File: config.mk
export PLATFORM = sky130hd
export DESIGN_NAME = cos_ctrl
export DESIGN_NICKNAME = d
export VERILOG_FILES = /design/src/cylinder_overlap_separation_defines.svh /design/src/cos_pkg.sv /design/src/cos_ctrl.sv
export SDC_FILE = /design/constraint.sdc
export NUM_CORES = 1
export LEC_CHECK = 0
export BUFFER_PORTS_ARGS = -buffer_cell sky130_fd_sc_hd__buf_2
export CAP_MARGIN = 40
export CORE_MARGIN = 10
export CORE_UTILIZATION = 40
export CTS_BUF_LIST = sky130_fd_sc_hd__clkbuf_4
export CTS_CLUSTER_DIAMETER = 100
export DETAILED_ROUTE_END_ITERATION = 7
export MAX_ROUTING_LAYER = met4
export PLACE_DENSITY = 0.84
export SYNTH_ARGS = -nofsm -noshare
export SYNTH_HDL_FRONTEND = slang
export SYNTH_SLANG_ARGS = --single-unit
export TNS_END_PERCENT = 100
File: constraint.sdc
create_clock -name clock -period 4.5 [get_ports clock]
set_input_delay 0.675 -clock clock [delete_from_list [all_inputs] [get_ports clock]]
set_output_delay 0.675 -clock clock [all_outputs]
set_load 0.02 [all_outputs]
File: src/cylinder_overlap_separation_defines.svh
// assertion macros for the cylinder overlap separation block
`ifndef CYLINDER_OVERLAP_SEPARATION_DEFINES_SVH
`define CYLINDER_OVERLAP_SEPARATION_DEFINES_SVH

// implication checked at every rising clock edge outside reset
`define COS_ASSERT_IMPL(label, clk, rst, ante, cons, msg) \
   label: assert property (@(posedge clk) disable iff (rst) (ante) |-> (cons)) \
      else $error(msg);

// next-cycle implication checked at every rising clock edge outside reset
`define COS_ASSERT_NEXT(label, clk, rst, ante, cons, msg) \
   label: assert property (@(posedge clk) disable iff (rst) (ante) |=> (cons)) \
      else $error(msg);

`endif

File: src/cos_pkg.sv
// shared types and constants for the cylinder overlap separation block
`default_nettype none
package cos_pkg;
   localparam int unsigned IDX_W = 6;
   localparam int unsigned CNT_W = 7;
   localparam int unsigned PASS_W = 4;
   localparam logic [PASS_W-1:0] PASS_RESET = 4'd2;
   localparam logic [63:0] NEAR_DIST2 = 64'd4295;

   typedef enum logic [4:0] {
      ST_LOAD, ST_PAIR_INIT, ST_RD_I, ST_RD_J, ST_CAP_J, ST_VCHK, ST_SQ1, ST_SQ2,
      ST_SQ3, ST_CMP, ST_ROOT, ST_DIV, ST_APPLY, ST_WR_I, ST_WR_J, ST_NEXT,
      ST_OUT_RD, ST_OUT_CAP, ST_OUT_WAIT
   } state_type;

   typedef struct packed {
      logic store_we;     // write incoming request to next slot
      logic count_clr;
      logic pair_init;
      logic rd_i;
      logic rd_j;
      logic cap_i;
      logic cap_j;
      logic vchk;
      logic sq1;
      logic sq2;
      logic sq3;
      logic cmp;
      logic root_start;
      logic div_start;
      logic apply;
      logic wr_i;
      logic wr_j;
      logic next_pair;
      logic out_rd;
      logic out_cap;
      logic out_adv;
   } cmd_type;

   typedef struct packed {
      logic skip;         // pair needs no correction
      logic near;         // pair nearly coincides
      logic root_done;
      logic div_done;
      logic pass_end;     // last pair of last pass handled
      logic no_pass;      // nothing to resolve
      logic out_last;
      logic out_empty;
   } stat_type;
endpackage
`default_nettype wire

File: src/cos_ctrl.sv
// controller state machine for the cylinder overlap separation block
`default_nettype none
module cos_ctrl (
   input  wire logic            clock,
   input  wire logic            reset,
   input  wire logic            req_valid,
   input  wire logic            req_last_body,
   output logic                 req_stall,
   output logic                 rsp_valid,
   input  wire logic            rsp_stall,
   input  wire cos_pkg::stat_type stat,
   output cos_pkg::cmd_type     cmd
);
   import cos_pkg::*;

   state_type state_ff, state_in;
   logic      rsp_valid_ff, rsp_valid_in;
   logic      accept;

   assign req_stall = (state_ff != ST_LOAD);
   assign accept    = req_valid && !req_stall;
   assign rsp_valid = rsp_valid_ff;

   always_comb begin
      state_in = state_ff;
      case (state_ff)
         ST_LOAD:      if (accept && req_last_body) state_in = ST_PAIR_INIT;
         ST_PAIR_INIT: state_in = ST_RD_I;
         ST_RD_I: begin
            if (stat.no_pass) state_in = ST_OUT_RD;
            else state_in = ST_RD_J;
         end
         ST_RD_J:      state_in = ST_CAP_J;
         ST_CAP_J:     state_in = ST_VCHK;
         ST_VCHK:      state_in = stat.skip ? ST_NEXT : ST_SQ1;
         ST_SQ1:       state_in = stat.skip ? ST_NEXT : ST_SQ2;
         ST_SQ2:       state_in = ST_SQ3;
         ST_SQ3:       state_in = ST_CMP;
         ST_CMP: begin
            if (stat.skip) state_in = ST_NEXT;
            else if (stat.near) state_in = ST_APPLY;
            else state_in = ST_ROOT;
         end
         ST_ROOT:      if (stat.root_done) state_in = ST_DIV;
         ST_DIV:       if (stat.div_done) state_in = ST_APPLY;
         ST_APPLY:     state_in = ST_WR_I;
         ST_WR_I:      state_in = ST_WR_J;
         ST_WR_J:      state_in = ST_NEXT;
         ST_NEXT:      state_in = stat.pass_end ? ST_OUT_RD : ST_RD_I;
         ST_OUT_RD: begin
            if (stat.out_empty) state_in = ST_LOAD;
            else state_in = ST_OUT_CAP;
         end
         ST_OUT_CAP:   state_in = ST_OUT_WAIT;
         ST_OUT_WAIT: begin
            if (!rsp_stall) state_in = stat.out_last ? ST_LOAD : ST_OUT_RD;
         end
         default:      state_in = ST_LOAD;
      endcase
   end

   always_comb begin
      cmd = '0;
      rsp_valid_in = rsp_valid_ff;
      case (state_ff)
         ST_LOAD:      cmd.store_we = accept;
         ST_PAIR_INIT: cmd.pair_init = 1'b1;
         ST_RD_I:      cmd.rd_i = 1'b1;
         ST_RD_J: begin
            cmd.cap_i = 1'b1;
            cmd.rd_j  = 1'b1;
         end
         ST_CAP_J:     cmd.cap_j = 1'b1;
         ST_VCHK:      cmd.vchk = 1'b1;
         ST_SQ1:       cmd.sq1 = 1'b1;
         ST_SQ2:       cmd.sq2 = 1'b1;
         ST_SQ3:       cmd.sq3 = 1'b1;
         ST_CMP: begin
            cmd.cmp = 1'b1;
            cmd.root_start = !stat.skip && !stat.near;
         end
         ST_ROOT:      cmd.div_start = stat.root_done;
         ST_DIV:       ;
         ST_APPLY:     cmd.apply = 1'b1;
         ST_WR_I:      cmd.wr_i = 1'b1;
         ST_WR_J:      cmd.wr_j = 1'b1;
         ST_NEXT:      cmd.next_pair = 1'b1;
         ST_OUT_RD: begin
            cmd.out_rd = 1'b1;
            cmd.count_clr = stat.out_empty;
         end
         ST_OUT_CAP: begin
            cmd.out_cap  = 1'b1;
            rsp_valid_in = 1'b1;
         end
         ST_OUT_WAIT: begin
            if (!rsp_stall) begin
               rsp_valid_in  = 1'b0;
               cmd.out_adv   = 1'b1;
               cmd.count_clr = stat.out_last;
            end
         end
         default:      ;
      endcase
   end

   always_ff @(posedge clock) begin
      if (reset) begin
         state_ff     <= ST_LOAD;
         rsp_valid_ff <= 1'b0;
      end else begin
         state_ff     <= state_in;
         rsp_valid_ff <= rsp_valid_in;
      end
   end
endmodule
`default_nettype wire

==> impl_metrics.py <==
metrics = {
    "clocking": {
        "numCtsBuffers": 3,
        "clock_tree_from_tritoncts": "yes",
        "clk_transition_reported_paths_ps": 50,
        "cts_num_sinks": 6,
        "clk_path_buf_depth": 2,
        "cts.repair.resized": 0,
        "clock_latency_ps": 250,
        "root_buffer": "sky130_fd_sc_hd__clkbuf_4",
        "ctsHtreeMaxLevel": 1,
        "post-cts-setup-buffer-count": 0,
        "cts_hold_buf": 0,
    },
    "yosys": {
        "netlist.top_cell.by_area": "sky130_fd_sc_hd__dfxtp_1",
        "synthesis.area_sq_um": 671,
        "postSynthAreaPerCell_sq_um": 6.39,
        "syn_inst": 105,
        "synth.distinct_cells": 28,
        "ys_seq_elements": 6,
        "yosys_warnings": 0,
        "syn_nets": 118,
        "synth_area_leaders": "sky130_fd_sc_hd__dfxtp_1, sky130_fd_sc_hd__nor3_1, sky130_fd_sc_hd__nor2_1",
        "ys_seq_area_frac": 0.179,
        "post-synth-top-area-fraction": 0.179,
    },
    "sta": {
        "period_needed_ps": 2460,
        "relSlewSlack": 0.588,
        "finalClockSkew_ps": 4.04,
        "worst_slew_pin_slew_ps": 617,
        "drv_slew": 0,
        "totalNegativeSetupSlack_ps": 0,
        "timing.final.setup_violations": 0,
        "finalCritPeriodShare": 0.547,
        "setup_repair_after_global_routing_missed_its_margin": "false",
        "final.hold.worst_slack_ps": 544,
        "max_freq_ghz": 0.406,
        "final_hold_viol_count": 0,
    },
    "cells_and_area": {
        "layout.cell_area.non_filler_sq_um": 843,
        "drive_gt1_frac": 0.313,
        "commonest_non_fill_non_tap_cell_in_the_layout": "sky130_fd_sc_hd__buf_2",
        "final_net_count": 149,
        "area.growth.synth_to_final_pct": 25.7,
        "antenna_cells": 0,
        "fillCellCount": 164,
        "layout_common_cells": "sky130_fd_sc_hd__buf_2, sky130_fd_sc_hd__nor2_1, sky130_fd_sc_hd__nor3_1, sky130_fd_sc_hd__a21oi_1, sky130_fd_sc_hd__dfxtp_1",
    },
    "critical_path": {
        "required_ps": 3830,
        "end_kind": "primary output",
        "crit_type": "flop to primary output",
        "crit_path_max_fanout": 17,
        "critPathLaunchType": "flop",
        "timing.reg2reg.setup_slack_ps": 2440,
        "cp.arrival_ps": 1790,
    },
    "detailed_routing": {
        "routed_wl_mm": 2.35,
        "drc_viols": 0,
        "route.detailed.vias_per_inst": 5.92,
        "drtAntennaViolNets": 0,
        "vias": 888,
        "drt_pass1_iterations": 4,
        "detailedRoute.firstIterationViolations": 46,
        "wl_per_cell_microns": 15.6,
    },
    "floorplanning": {
        "fp.dieArea_sq_um": 3710,
        "core_area_sq_um": 1540,
        "die_w_microns": 60.9,
        "starting_density": 0.435,
        "pin_count": 36,
        "placementRows": 14,
        "die-height_microns": 60.9,
    },
    "grt": {
        "largest_net_degree_at_the_start_of_global_routing": 19,
        "grt_antenna_before_repair": 0,
        "grt_first_pass_wirelength_mm": 3.78,
        "global_route.overflow_total": 0,
        "grt_pass1_vias": 803,
        "globalRouteTotalUtil": 0.132,
    },
    "pwr": {
        "vdd_ir_drop_max_uv": 111,
        "cellPowerDensity_nw_per_um2": 219,
        "power.static_leakage_nw": 0.402,
    },
    "placement": {
        "detailedPlacementHpwl_mm": 1.80,
        "globalplace.congestion": 0.876,
        "placed_cell_area_sq_um": 821,
        "numPortBuffers": 35,
    },
    "worst_hold_path": {
        "worstHoldPathType": "flop to flop",
    },
    "run_status": {
        "status": "finished, final reports clean",
    },
    "run": {
        "drv.max_cap_violation_count": 0,
    },
}
-- kinds of logic (layout without fill, tap and decap cells) --
kind of cell / count (synthesis) / after routing / share of synthesized area
AO/OA/AOI/OAI: 24 / 24 / 0.218
XOR/XNOR: 1 / 1 / 0.0131
buffers and inverters: 14 / 43 / 0.0951
flip-flops: 6 / 6 / 0.179
multiplexers: 1 / 1 / 0.0224
AND/OR/NAND/NOR: 59 / 59 / 0.472
-- cell usage after synthesis --
cell type,number
sky130_fd_sc_hd__nor2b_1,1
sky130_fd_sc_hd__nor2_2,1
sky130_fd_sc_hd__buf_1,1
sky130_fd_sc_hd__a21o_1,4
sky130_fd_sc_hd__buf_6,1
sky130_fd_sc_hd__nand4_4,1
sky130_fd_sc_hd__a211oi_1,2
sky130_fd_sc_hd__dfxtp_1,6
sky130_fd_sc_hd__nor4_1,3
sky130_fd_sc_hd__nand2_1,5
sky130_fd_sc_hd__nand3_1,2
sky130_fd_sc_hd__a41oi_1,1
sky130_fd_sc_hd__buf_4,1
sky130_fd_sc_hd__clkbuf_1,6
sky130_fd_sc_hd__and3_1,3
sky130_fd_sc_hd__a21oi_1,8
sky130_fd_sc_hd__inv_1,5
sky130_fd_sc_hd__or3b_1,1
sky130_fd_sc_hd__nand2b_1,4
sky130_fd_sc_hd__nor3_1,16
sky130_fd_sc_hd__or3_1,4
sky130_fd_sc_hd__a31oi_1,3
sky130_fd_sc_hd__o32ai_1,1
sky130_fd_sc_hd__nor2_1,17
sky130_fd_sc_hd__or4b_4,1
sky130_fd_sc_hd__o21ai_0,5
sky130_fd_sc_hd__mux2_4,1
sky130_fd_sc_hd__xnor2_1,1
-- stage by stage --
step,utilization,std cells,power [mW],setup slack [ps]
4_1_cts,0.547,150,0.186,2060
3_5_place_dp,0.532,147,0.134,2330
2_1_floorplan,-,105,0.115,2220
6_report,0.547,150,0.185,2040
5_1_grt,0.547,150,0.198,1910
3_3_place_gp,0.532,147,0.132,2360
-- sequential cells by signal (all words and copies together), names as in the netlist --
register   flops
rsp_valid      1
state_ff       5
-- worst max-delay path, stage by stage (launching register included) --
cell and delay [ps]:
sky130_fd_sc_hd__dfxtp_1 710, sky130_fd_sc_hd__nand2b_1 340, sky130_fd_sc_hd__nor4_1 280, sky130_fd_sc_hd__buf_2 210
-- final timing paths --
check | startpoint | to | depth (start not counted)
worst max-delay path | state_ff[0]$_SDFFE_PP0P_ | cmd[8] | 3
worst min-delay path | rsp_valid$_SDFFE_PP0P_ | rsp_valid$_SDFFE_PP0P_ | 2
worst max register to register | state_ff[0]$_SDFFE_PP0P_ | state_ff[1]$_SDFFE_PP0P_ | 5
worst min register to register | rsp_valid$_SDFFE_PP0P_ | rsp_valid$_SDFFE_PP0P_ | 2
-- power by group --
group / switching [mW] / internal [mW]
logic: 0.0389 / 0.0274
registers: 0.0118 / 0.0558
clock network: 0.0204 / 0.0302
-- area by class of cell --
| class | instances | area [sq um] | share of cell area |
|---|---|---|---|
| Multi-Input combinational cell | 85 | 487 | 0.577 |
| Timing Repair Buffer | 35 | 175 | 0.208 |
| Sequential cell | 6 | 120 | 0.142 |
| Clock buffer | 3 | 22.5 | 0.0267 |
| Tap cell | 16 | 20.0 | 0.0237 |
| Inverter | 5 | 18.8 | 0.0223 |
-- routing by layer --
layer,track usage,share of wire,vias up
li1,-,-,435
met1,0.148,0.40,391
met2,0.207,0.48,58
met3,0.0522,0.098,4
met4,0.0439,0.013,0
met5,-,0,-
Power figures use the tool's default switching activity.
